### src/vector_average_to_hue_colour_core_defines.svh
// assertion macros for the vector average to hue colour core
// used by vector_average_to_hue_colour_core.sv, needs clk and rst in scope
`ifndef VECTOR_AVERAGE_TO_HUE_COLOUR_CORE_DEFINES_SVH
`define VECTOR_AVERAGE_TO_HUE_COLOUR_CORE_DEFINES_SVH

// same-cycle implication
`define VAHC_ASSERT_IMP(lbl, ante, cons, msg) \
  lbl: assert property (@(posedge clk) disable iff (rst) (ante) |-> (cons)) else $error(msg);

// next-cycle implication
`define VAHC_ASSERT_NXT(lbl, ante, cons, msg) \
  lbl: assert property (@(posedge clk) disable iff (rst) (ante) |=> (cons)) else $error(msg);

`endif

### src/vahc_pkg.sv
// constants, register indexes and the cordic angle table for the hue colour core
// no dependencies
package vahc_pkg;

  localparam int FRAMES_DEFAULT = 8;
  localparam int SUM_W          = 22;

  localparam int ONE_Q14 = 16384;
  localparam int S_MIN   = 9830;
  localparam logic signed [32:0] K_Q30 = 33'sd652032874;

  // angles in 1/4096 degree
  localparam int DEG30  = 122880;
  localparam int DEG60  = 245760;
  localparam int DEG120 = 491520;
  localparam int DEG180 = 737280;
  localparam int DEG240 = 983040;
  localparam int DEG300 = 1228800;
  localparam int DEG360 = 1474560;

  localparam int ITER = 16;

  typedef enum logic [1:0] {
    CFG_MANUAL_MODE = 2'd0,
    CFG_ROT_ANGLE   = 2'd1,
    CFG_RADIUS      = 2'd2,
    CFG_SCALE       = 2'd3
  } cfg_idx_t;

  // atan(2^-i) in 1/4096 degree
  function automatic logic [17:0] atan_step(input logic [3:0] i);
    logic [17:0] v;
    case (i)
      4'd0:  v = 18'd184320;
      4'd1:  v = 18'd108810;
      4'd2:  v = 18'd57492;
      4'd3:  v = 18'd29184;
      4'd4:  v = 18'd14649;
      4'd5:  v = 18'd7331;
      4'd6:  v = 18'd3667;
      4'd7:  v = 18'd1833;
      4'd8:  v = 18'd917;
      4'd9:  v = 18'd458;
      4'd10: v = 18'd229;
      4'd11: v = 18'd115;
      4'd12: v = 18'd57;
      4'd13: v = 18'd29;
      4'd14: v = 18'd14;
      default: v = 18'd7;
    endcase
    return v;
  endfunction

endpackage

### src/vector_average_to_hue_colour_core.sv
// channel   dir  payload (low bit up)                                   handshake
// s_axis    in   tdata: arousal[15:0] valence[31:16]                    tvalid/tready
// m_axis    out  tdata: red yellow blue mean_valence mean_arousal pad   tvalid/tready
// cfg       in   cfg_index, cfg_data                                    cfg_valid/cfg_ready
// an item that does not close a run of FRAMES items is added to the sums and the input stays ready
// the closing item starts the computation that raises m_axis_tvalid in auto and manual mode:
// two 16-step cordic passes, a 16-step square root and up to three divides by a constant
// done as reciprocal products on one shared multiplier
// sync reset, active high; the result holds on m_axis until taken, input stalls meanwhile
// configuration is always ready
`include "vector_average_to_hue_colour_core_defines.svh"

module vector_average_to_hue_colour_core #(
  parameter int FRAMES = vahc_pkg::FRAMES_DEFAULT
) (
  input  logic        clk,
  input  logic        rst,
  input  logic        s_axis_tvalid,
  output logic        s_axis_tready,
  input  logic [31:0] s_axis_tdata,   // arousal[15:0], valence[31:16]
  output logic        m_axis_tvalid,
  input  logic        m_axis_tready,
  // red[14:0], yellow[29:15], blue[44:30], mean_valence[60:45], mean_arousal[76:61]
  output logic [79:0] m_axis_tdata,
  input  logic        cfg_valid,
  output logic        cfg_ready,
  input  logic [1:0]  cfg_index,
  input  logic [15:0] cfg_data
);

  localparam int CW = $clog2(FRAMES + 1);
  localparam int SW = vahc_pkg::SUM_W;
  // ceil(2^29 / FRAMES), exact floor quotient for dividends below 2^23
  localparam logic signed [32:0] FR_RECIP =
    33'(((longint'(1) << 29) + longint'(FRAMES) - 1) / longint'(FRAMES));
  // ceil(2^26 / 60), exact floor quotient for dividends below 2^20
  localparam logic signed [32:0] X_RECIP = 33'sd1118482;

  typedef enum logic [4:0] {
    ST_IDLE, ST_REDUCE, ST_SINCOS, ST_M_VC, ST_M_AS, ST_MAN_SET, ST_M_VS, ST_M_AC,
    ST_M_TVS, ST_DIV_V_LD, ST_DIV_V, ST_SET_V, ST_A_LD, ST_DIV_A, ST_SET_A, ST_VEC_INIT,
    ST_VEC, ST_HUE, ST_SQ, ST_SQRT_INIT, ST_SQRT, ST_SEC, ST_X_LD, ST_DIV_X,
    ST_SET_X, ST_OUT
  } state_t;

  state_t state;
  logic [3:0] it;
  logic [CW-1:0] frame_count;
  logic signed [SW-1:0] valence_sum, arousal_sum;
  logic manual_mode;
  logic signed [13:0] rotation_angle;
  logic [14:0] manual_radius;
  logic [15:0] scale_factor;

  logic signed [32:0] cx, cy;
  logic signed [21:0] cz;
  logic neg_cs, zero_vec;
  logic signed [58:0] prod;
  logic signed [59:0] acc;
  logic signed [25:0] tv, ta;
  logic signed [15:0] mv, ma;
  logic [20:0] hue;
  logic [32:0] sq_n, sqr_res, sqr_bit;
  logic [22:0] dn;
  logic div_neg;
  logic [14:0] sat_c;
  logic [2:0] sector;
  logic [14:0] red, yellow, blue;
  logic out_valid;

  logic signed [15:0] in_a, in_v;
  logic signed [SW-1:0] vs_next, as_next;
  logic [CW:0] cnt_inc;

  assign in_a = s_axis_tdata[15:0];
  assign in_v = s_axis_tdata[31:16];
  assign vs_next = valence_sum + SW'(in_v);
  assign as_next = arousal_sum + SW'(in_a);
  assign cnt_inc = (CW + 1)'(frame_count) + 1'b1;

  assign s_axis_tready = (state == ST_IDLE);
  assign cfg_ready = 1'b1;
  assign m_axis_tvalid = out_valid;
  assign m_axis_tdata = {3'b000, ma, mv, blue, yellow, red};

  function automatic logic signed [25:0] rnd30(input logic signed [59:0] v);
    logic signed [59:0] t;
    t = v + 60'sd536870912;
    return 26'(t >>> 30);
  endfunction

  // angle reduction for the rotation cordic
  logic signed [14:0] ra;
  logic ra_neg;
  always_comb begin
    ra = 15'(rotation_angle);
    ra_neg = 1'b0;
    if (ra >= 15'sd5760) ra = ra - 15'sd5760;
    if (ra < 15'sd0) ra = ra + 15'sd5760;
    if (ra < 15'sd0) ra = ra + 15'sd5760;
    if (ra > 15'sd2880) ra = ra - 15'sd5760;
    if (ra > 15'sd1440) begin
      ra = ra - 15'sd2880;
      ra_neg = 1'b1;
    end else if (ra < -15'sd1440) begin
      ra = ra + 15'sd2880;
      ra_neg = 1'b1;
    end
  end

  // shared multiplier operand select
  logic signed [32:0] c_val, s_val;
  logic signed [25:0] mul_a;
  logic signed [32:0] mul_b;
  logic mul_en;
  logic [14:0] sm_comb;
  logic [20:0] h_mod;
  logic signed [21:0] tm;
  logic [17:0] tm_abs, x_diff;
  logic [2:0] sec_comb;

  assign c_val = neg_cs ? -cx : cx;
  assign s_val = neg_cs ? -cy : cy;

  always_comb begin
    if (sqr_res[16:0] < 17'(vahc_pkg::S_MIN)) sm_comb = 15'(vahc_pkg::S_MIN);
    else if (sqr_res[16:0] > 17'(vahc_pkg::ONE_Q14)) sm_comb = 15'(vahc_pkg::ONE_Q14);
    else sm_comb = sqr_res[14:0];
    if (hue < 21'(vahc_pkg::DEG60)) sec_comb = 3'd0;
    else if (hue < 21'(vahc_pkg::DEG120)) sec_comb = 3'd1;
    else if (hue < 21'(vahc_pkg::DEG180)) sec_comb = 3'd2;
    else if (hue < 21'(vahc_pkg::DEG240)) sec_comb = 3'd3;
    else if (hue < 21'(vahc_pkg::DEG300)) sec_comb = 3'd4;
    else sec_comb = 3'd5;
    case (sec_comb)
      3'd0, 3'd1: h_mod = hue;
      3'd2, 3'd3: h_mod = hue - 21'(vahc_pkg::DEG120);
      default:    h_mod = hue - 21'(vahc_pkg::DEG240);
    endcase
    tm = signed'({1'b0, h_mod}) - 22'sd245760;
    tm_abs = (tm < 22'sd0) ? 18'(-tm) : 18'(tm);
    x_diff = 18'(vahc_pkg::DEG60) - tm_abs;
  end

  always_comb begin
    mul_a = '0;
    mul_b = '0;
    mul_en = 1'b1;
    case (state)
      ST_M_VC: begin
        mul_a = manual_mode ? 26'(signed'({1'b0, manual_radius})) : 26'(valence_sum);
        mul_b = c_val;
      end
      ST_M_AS: begin
        mul_a = manual_mode ? 26'(signed'({1'b0, manual_radius})) : 26'(arousal_sum);
        mul_b = s_val;
      end
      ST_M_VS: begin
        mul_a = 26'(valence_sum);
        mul_b = s_val;
      end
      ST_M_AC: begin
        mul_a = 26'(arousal_sum);
        mul_b = c_val;
      end
      ST_M_TVS: begin
        mul_a = tv;
        mul_b = 33'(signed'({1'b0, scale_factor}));
      end
      ST_SET_V: begin
        mul_a = ta;
        mul_b = 33'(signed'({1'b0, scale_factor}));
      end
      ST_DIV_V, ST_DIV_A: begin
        mul_a = signed'({3'b000, dn});
        mul_b = FR_RECIP;
      end
      ST_DIV_X: begin
        mul_a = signed'({3'b000, dn});
        mul_b = X_RECIP;
      end
      ST_HUE: begin
        mul_a = 26'(mv);
        mul_b = 33'(mv);
      end
      ST_SQ: begin
        mul_a = 26'(ma);
        mul_b = 33'(ma);
      end
      ST_SEC: begin
        mul_a = 26'(signed'({1'b0, sm_comb}));
        mul_b = 33'(signed'({1'b0, x_diff}));
      end
      default: mul_en = 1'b0;
    endcase
  end

  // dividend load: rounded, shifted by 12, sign folded for a floor quotient
  logic signed [59:0] dv_sh;
  logic signed [32:0] dv;
  logic [32:0] ld_mag;
  logic ld_neg;
  logic [22:0] dn_load;
  always_comb begin
    if (state == ST_X_LD) dv_sh = (60'(prod) + 60'sd122880) >>> 12;
    else dv_sh = (60'(prod) + 60'(FRAMES * 2048)) >>> 12;
    dv = 33'(dv_sh);
    ld_neg = dv[32];
    ld_mag = ld_neg ? 33'(-dv) + 33'(FRAMES - 1) : 33'(dv);
  end
  // large dividends saturate the result anyway
  assign dn_load = (ld_mag > 33'd8388607) ? 23'h7fffff : ld_mag[22:0];

  logic [23:0] q_fr;
  logic signed [32:0] quot;
  logic signed [15:0] quot_sat;
  assign q_fr = prod[52:29];
  assign quot = div_neg ? -signed'(33'(q_fr)) : signed'(33'(q_fr));
  always_comb begin
    if (quot < -33'sd32768) quot_sat = -16'sd32768;
    else if (quot > 33'sd16384) quot_sat = 16'sd16384;
    else quot_sat = 16'(quot);
  end

  logic signed [25:0] man_v, man_a;
  logic signed [15:0] man_v_sat, man_a_sat;
  assign man_v = rnd30(acc);
  assign man_a = rnd30(60'(prod));
  always_comb begin
    if (man_v < -26'sd32768) man_v_sat = -16'sd32768;
    else if (man_v > 26'sd32767) man_v_sat = 16'sd32767;
    else man_v_sat = 16'(man_v);
    if (man_a < -26'sd32768) man_a_sat = -16'sd32768;
    else if (man_a > 26'sd32767) man_a_sat = 16'sd32767;
    else man_a_sat = 16'(man_a);
  end

  logic signed [21:0] h0, h1;
  always_comb begin
    h0 = (zero_vec ? 22'sd0 : cz) + 22'sd122880;
    h1 = h0;
    if (h1 < 22'sd0) h1 = h1 + 22'sd1474560;
    if (h1 >= 22'sd1474560) h1 = h1 - 22'sd1474560;
    if (h1 < 22'sd0) h1 = 22'sd0;
  end

  logic signed [21:0] atan_s;
  logic [32:0] sq_trial;
  logic [14:0] xx, mval;
  assign atan_s = signed'({4'b0000, vahc_pkg::atan_step(it)});
  assign sq_trial = sqr_res + sqr_bit;
  assign xx = prod[40:26];
  assign mval = 15'(vahc_pkg::ONE_Q14) - sat_c;

  always_ff @(posedge clk) begin
    if (rst) begin
      state <= ST_IDLE;
      it <= '0;
      frame_count <= '0;
      valence_sum <= '0;
      arousal_sum <= '0;
      manual_mode <= 1'b0;
      rotation_angle <= '0;
      manual_radius <= 15'd16384;
      scale_factor <= 16'd4096;
      out_valid <= 1'b0;
    end else begin
      if (cfg_valid) begin
        case (vahc_pkg::cfg_idx_t'(cfg_index))
          vahc_pkg::CFG_MANUAL_MODE: manual_mode <= cfg_data[0];
          vahc_pkg::CFG_ROT_ANGLE:   rotation_angle <= cfg_data[13:0];
          vahc_pkg::CFG_RADIUS:      manual_radius <= cfg_data[14:0];
          vahc_pkg::CFG_SCALE:       scale_factor <= cfg_data;
          default: ;
        endcase
      end
      if (mul_en) prod <= mul_a * mul_b;

      case (state)
        ST_IDLE: begin
          if (s_axis_tvalid) begin
            valence_sum <= vs_next;
            arousal_sum <= as_next;
            if (cnt_inc == (CW + 1)'(FRAMES)) begin
              frame_count <= '0;
              state <= ST_REDUCE;
            end else begin
              frame_count <= CW'(cnt_inc);
            end
          end
        end
        ST_REDUCE: begin
          cx <= vahc_pkg::K_Q30;
          cy <= '0;
          cz <= 22'(ra) <<< 8;
          neg_cs <= ra_neg;
          it <= '0;
          state <= ST_SINCOS;
        end
        ST_SINCOS: begin
          if (cz >= 22'sd0) begin
            cx <= cx - (cy >>> it);
            cy <= cy + (cx >>> it);
            cz <= cz - atan_s;
          end else begin
            cx <= cx + (cy >>> it);
            cy <= cy - (cx >>> it);
            cz <= cz + atan_s;
          end
          it <= it + 1'b1;
          if (it == 4'(vahc_pkg::ITER - 1)) state <= ST_M_VC;
        end
        ST_M_VC: state <= ST_M_AS;
        ST_M_AS: begin
          acc <= 60'(prod);
          state <= manual_mode ? ST_MAN_SET : ST_M_VS;
        end
        ST_MAN_SET: begin
          mv <= man_v_sat;
          ma <= man_a_sat;
          state <= ST_VEC_INIT;
        end
        ST_M_VS: begin
          tv <= rnd30(acc - 60'(prod));
          state <= ST_M_AC;
        end
        ST_M_AC: begin
          acc <= 60'(prod);
          state <= ST_M_TVS;
        end
        ST_M_TVS: begin
          ta <= rnd30(acc + 60'(prod));
          state <= ST_DIV_V_LD;
        end
        ST_DIV_V_LD, ST_A_LD, ST_X_LD: begin
          dn <= dn_load;
          div_neg <= ld_neg;
          case (state)
            ST_DIV_V_LD: state <= ST_DIV_V;
            ST_A_LD:     state <= ST_DIV_A;
            default:     state <= ST_DIV_X;
          endcase
        end
        ST_DIV_V, ST_DIV_A, ST_DIV_X: begin
          // reciprocal product lands in prod for the next state
          case (state)
            ST_DIV_V: state <= ST_SET_V;
            ST_DIV_A: state <= ST_SET_A;
            default:  state <= ST_SET_X;
          endcase
        end
        ST_SET_V: begin
          mv <= quot_sat;
          state <= ST_A_LD;
        end
        ST_SET_A: begin
          ma <= quot_sat;
          state <= ST_VEC_INIT;
        end
        ST_VEC_INIT: begin
          zero_vec <= (ma == 16'sd0) && (mv == 16'sd0);
          if (ma < 16'sd0) begin
            cz <= (mv >= 16'sd0) ? 22'sd737280 : -22'sd737280;
            cx <= (-33'(ma)) <<< 14;
            cy <= (-33'(mv)) <<< 14;
          end else begin
            cz <= '0;
            cx <= 33'(ma) <<< 14;
            cy <= 33'(mv) <<< 14;
          end
          it <= '0;
          state <= ST_VEC;
        end
        ST_VEC: begin
          if (cy > 33'sd0) begin
            cx <= cx + (cy >>> it);
            cy <= cy - (cx >>> it);
            cz <= cz + atan_s;
          end else begin
            cx <= cx - (cy >>> it);
            cy <= cy + (cx >>> it);
            cz <= cz - atan_s;
          end
          it <= it + 1'b1;
          if (it == 4'(vahc_pkg::ITER - 1)) state <= ST_HUE;
        end
        ST_HUE: begin
          hue <= 21'(h1);
          state <= ST_SQ;
        end
        ST_SQ: begin
          sq_n <= prod[32:0];
          state <= ST_SQRT_INIT;
        end
        ST_SQRT_INIT: begin
          sq_n <= sq_n + prod[32:0];
          sqr_res <= '0;
          sqr_bit <= 33'd1 << 30;
          it <= '0;
          state <= ST_SQRT;
        end
        ST_SQRT: begin
          if (sq_n >= sq_trial) begin
            sq_n <= sq_n - sq_trial;
            sqr_res <= (sqr_res >> 1) + sqr_bit;
          end else begin
            sqr_res <= sqr_res >> 1;
          end
          sqr_bit <= sqr_bit >> 2;
          it <= it + 1'b1;
          if (it == 4'(vahc_pkg::ITER - 1)) state <= ST_SEC;
        end
        ST_SEC: begin
          sat_c <= sm_comb;
          sector <= sec_comb;
          state <= ST_X_LD;
        end
        ST_SET_X: begin
          case (sector)
            3'd0: begin
              red <= sat_c + mval; yellow <= xx + mval; blue <= mval;
            end
            3'd1: begin
              red <= xx + mval; yellow <= sat_c + mval; blue <= mval;
            end
            3'd2: begin
              red <= mval; yellow <= sat_c + mval; blue <= xx + mval;
            end
            3'd3: begin
              red <= mval; yellow <= xx + mval; blue <= sat_c + mval;
            end
            3'd4: begin
              red <= xx + mval; yellow <= mval; blue <= sat_c + mval;
            end
            default: begin
              red <= sat_c + mval; yellow <= mval; blue <= xx + mval;
            end
          endcase
          valence_sum <= '0;
          arousal_sum <= '0;
          out_valid <= 1'b1;
          state <= ST_OUT;
        end
        ST_OUT: begin
          if (m_axis_tready) begin
            out_valid <= 1'b0;
            state <= ST_IDLE;
          end
        end
        default: state <= ST_IDLE;
      endcase
    end
  end

  `VAHC_ASSERT_IMP(a_busy_while_out, m_axis_tvalid, !s_axis_tready, "item taken while result pending")
  `VAHC_ASSERT_IMP(a_count_range, 1'b1, frame_count < CW'(FRAMES), "frame count past run length")
  `VAHC_ASSERT_IMP(a_colour_range, m_axis_tvalid, (red <= 15'd16384) && (yellow <= 15'd16384) && (blue <= 15'd16384), "colour component above one")
  `VAHC_ASSERT_IMP(a_sums_cleared, m_axis_tvalid, (valence_sum == '0) && (arousal_sum == '0), "sums not cleared at result")
  `VAHC_ASSERT_NXT(a_out_taken, m_axis_tvalid && m_axis_tready, !m_axis_tvalid && s_axis_tready, "result not retired")

endmodule

### config.mk
export PLATFORM = sky130hd
export DESIGN_NAME = vector_average_to_hue_colour_core
export DESIGN_NICKNAME = d
export VERILOG_FILES = /design/src/vahc_pkg.sv /design/src/vector_average_to_hue_colour_core.sv
export VERILOG_INCLUDE_DIRS = /design/src /design/src/src
export SDC_FILE = /design/constraint.sdc
export NUM_CORES = 2
export LEC_CHECK = 0
export BUFFER_PORTS_ARGS = -buffer_cell sky130_fd_sc_hd__buf_2
export CAP_MARGIN = 20
export CORE_MARGIN = 2
export CORE_UTILIZATION = 60
export CTS_BUF_LIST = sky130_fd_sc_hd__clkbuf_8 sky130_fd_sc_hd__clkbuf_16
export DETAILED_ROUTE_END_ITERATION = 10
export PLACE_DENSITY = 0.75
export RECOVER_POWER = 50
export SYNTH_ARGS = -nofsm -noshare
export SYNTH_HDL_FRONTEND = slang
export SYNTH_SLANG_ARGS = --single-unit
### constraint.sdc
create_clock -name clk -period 16.26 [get_ports clk]
set_input_delay 3.252 -clock clk [delete_from_list [all_inputs] [get_ports clk]]
set_output_delay 3.252 -clock clk [all_outputs]
set_load 0.1 [all_outputs]
==> reports/metrics.yaml <==
die:
  start_util_pct: 60.6
  fp-row-count: 137
  io_pins: 138
  die_area_sq_um: 144000
  coreArea_sq_um: 140000
  die_h_microns: 380
  dieWidth_microns: 380
cts:
  post_cts_buffers: 0
  cts-resized-gates: 0
  clock_latency_ns: 0.71
  clock-sinks: 598
  cts_hold_buf: 0
  numCtsBuffers: 71
  root_buffer: "clkbuf_16"
  clk_pin_slew_ns: 0.07
  h-tree-depth: 3
  cts_tree: "yes"
  clockBufferDepth: 3
grt:
  met3_usage_pct: 8.03
  antenna_found_initial: 9
  use_met2_pct: 58.8
  grt_pass1_vias: 73800
  grt_max_degree: 84
  grt_first_pass_wirelength_microns: 424000
  grt-ovfl-total: 0
  grt_usage_pct: 37.7
  met1_usage_pct: 48.1
  grt_busiest_layer: "met2"
sta:
  fin_setup_tns_ns: 0
  setup_viol: 0
  max-slew-margin-rel_pct: -158
  setup_ws_ns: 2.91
  slew_violations: 631
  finalClockSkew_ns: 0.0596
  fin_hold_ws_ns: 0.455
  worst_pin_slew_ns: 3.87
  hold_viol: 0
  max_freq_ghz: 0.0749
  min_period_ns: 13.35
  timing.final.crit_share_pct: 82.1
  rsz0062_at_grt: "no"
setup_path:
  arrival_ns: 13.76
  required_ns: 16.68
  slowest_delay_ns: 1.54
  start_kind: "register"
  critPathSlowestCell: "or2_0"
  crit_top_cell: "fa_1"
  crit_type: "reg2reg"
  cp_max_fo: 28
  worstSetupEndpointType: "register"
layout:
  drive_gt1_share_pct: 6.21
  final_nets: 11300
  fillers: 11700
  area_delta_synth_final_pct: 5.86
  final_core_util_pct: 64.1
detailed_routing:
  num_vias: 74500
  wl_per_cell_microns: 23.7
  via_per_inst: 6.41
  first_pass_iters: 7
  drt_iter0_markers: 8522
  drt-total-wl_microns: 275000
  antenna_violating_nets_post_route: 0
  route.detailed.drc: 0
synthesis:
  ys_top_cells_by_area: "fa_1 (20%), edfxtp_1 (17%), ha_1 (11%)"
  syn-mean-instance-area_sq_um: 8.64
  synth.distinct_cells: 111
  synthCells: 9788
  synthArstFlopShare_pct: 0
  syn_area_sq_um: 84600
  ys.flop_type: "edfxtp_1"
  synth_top_area_cell: "fa_1"
  ys_seq_area_share_pct: 19.8
  yosys.area.top_type_share_pct: 20.3
  yosys_warnings: 0
  synth-seq-cells: 598
  synth_edf_count: 476
placed_design:
  gp_congestion: 1.01
  dpl.hpwl_microns: 212000
  io_buffers: 133
  dp_slack_ns: 3.66
power:
  power_density_nw_per_um2: 62.4
  vdd_ir_drop_max_uv: 90.4
  power_leakage_nw: 39.7
status:
  outcome: "complete, but fails checks"
  violations: "max-capacitance violations, max-slew violations"
worst_hold_path:
  hp-class: "reg2reg"
run:
  cap_violations: 15
[report_power, final]
group | internal [mW] | switching, mW
Combinational | 0.742 | 1.22
Sequential | 1.76 | 0.158
Clock | 0.961 | 0.741
[registers in the layout, summed over array words and instances (netlist names), 16 cells and up, named ones only]
signal        cells
acc              56
mv               16
prod             56
cy               33
valence_sum      22
sqr_res          33
sqr_bit          16
cx               33
arousal_sum      22
dn               23
ma               16
scale_factor     16
sq_n             33
hue              21
cz               22
ta               26
tv               26
atan_s           18
[cell families (layout without fill, tap and decap cells)]
logic type | after synthesis | count (layout) | share of synthesized area (%)
AND/OR/NAND/NOR | 3005 | 3005 | 16.3
AO/OA/AOI/OAI | 2142 | 2142 | 16.9
buffers and inverters | 1762 | 1715 | 7.88
adder cells (fa/ha/maj) | 1608 | 1608 | 31.4
flip-flops | 598 | 598 | 19.8
XOR/XNOR | 542 | 542 | 5.66
multiplexers | 129 | 129 | 2.07
other | 2 | 5 | 0.00888
[routing by layer]
metal  vias to the layer above  routed length (microns)
met5                         -                       47
met1                     36200                   103000
met3                       930                    31500
met4                         8                    19000
met2                      4216                   122000
li1                      33100                        -
[critical path: cells and delay by family (launching register included)]
| kind | cells | cell delay [ns] |
|---|---|---|
| simple gates | 8 | 4.33 |
| fa+ha+maj | 8 | 3.88 |
| compound gates | 12 | 3.28 |
| flops | 1 | 0.89 |
| buf+inv | 4 | 0.60 |
[worst paths after layout]
kind / start / to / cells past startpoint / slack, ns
worst max-delay path: state[4] / prod[53] / 32 / 2.91
worst min-delay path: manual_radius[3] / manual_radius[3] / 2 / 0.46
worst max register to register: state[4] / prod[53] / 32 / 2.91
worst min register to register: manual_radius[3] / manual_radius[3] / 2 / 0.46
[synth_stat cells (27+ instances only)]
cell,instances
a22oi_1,60
nand2_1,1275
a21oi_1,527
a211oi_1,91
a221oi_1,72
edfxtp_1,476
xor2_1,211
nor2b_1,120
nand4_1,49
o21a_1,61
o211ai_1,33
mux2i_1,68
clkbuf_1,395
inv_1,1296
mux2_2,27
xnor2_1,325
mux4_2,34
nor3_1,161
o41ai_1,34
o221ai_1,54
a221o_1,31
fa_1,860
or3_1,72
and3_1,49
dfxtp_1,122
nor4_1,39
o31ai_1,63
a22o_1,31
or2_2,44
nand2b_1,101
a31o_2,39
o22ai_1,75
o21bai_1,73
a31oi_1,76
nor2_1,643
nand3_1,191
buf_1,39
o21ai_0,432
a21o_1,147
ha_1,748
and2_1,166
[cell type report]
cell class | instances | area [sq um] | area share [%]
multi-input cells | 7430 | 61500 | 68.7
flip-flops and latches | 598 | 16700 | 18.7
inverters | 1306 | 4900 | 5.47
well taps | 1876 | 2350 | 2.62
clock buffers | 78 | 1930 | 2.15
repair buffers | 278 | 1670 | 1.87
clock inverters | 53 | 483 | 0.539
diodes | 1 | 2.50 | 0.00279
[placed cells by master, fill, tap and decap left out, types with 191 or more instances in the layout]
cell	Yosys	routed
a21oi_1	527	522
edfxtp_1	476	476
fa_1	860	860
ha_1	748	748
inv_1	1296	1308
nand2_1	1275	1273
nand3_1	191	191
nor2_1	643	639
o21ai_0	432	430
xnor2_1	325	325
xor2_1	211	211
[per-stage QoR]
stage	power [mW]	instances	cell area, sq um
CTS	5.53	11600	89700
finish	5.59	11600	89600
global route	5.83	11600	89600
global placement	3.78	11500	87200
detailed placement	3.84	11500	87200
floorplan	3.33	9790	84600
Note: power is estimated with default switching activity, not from simulation.
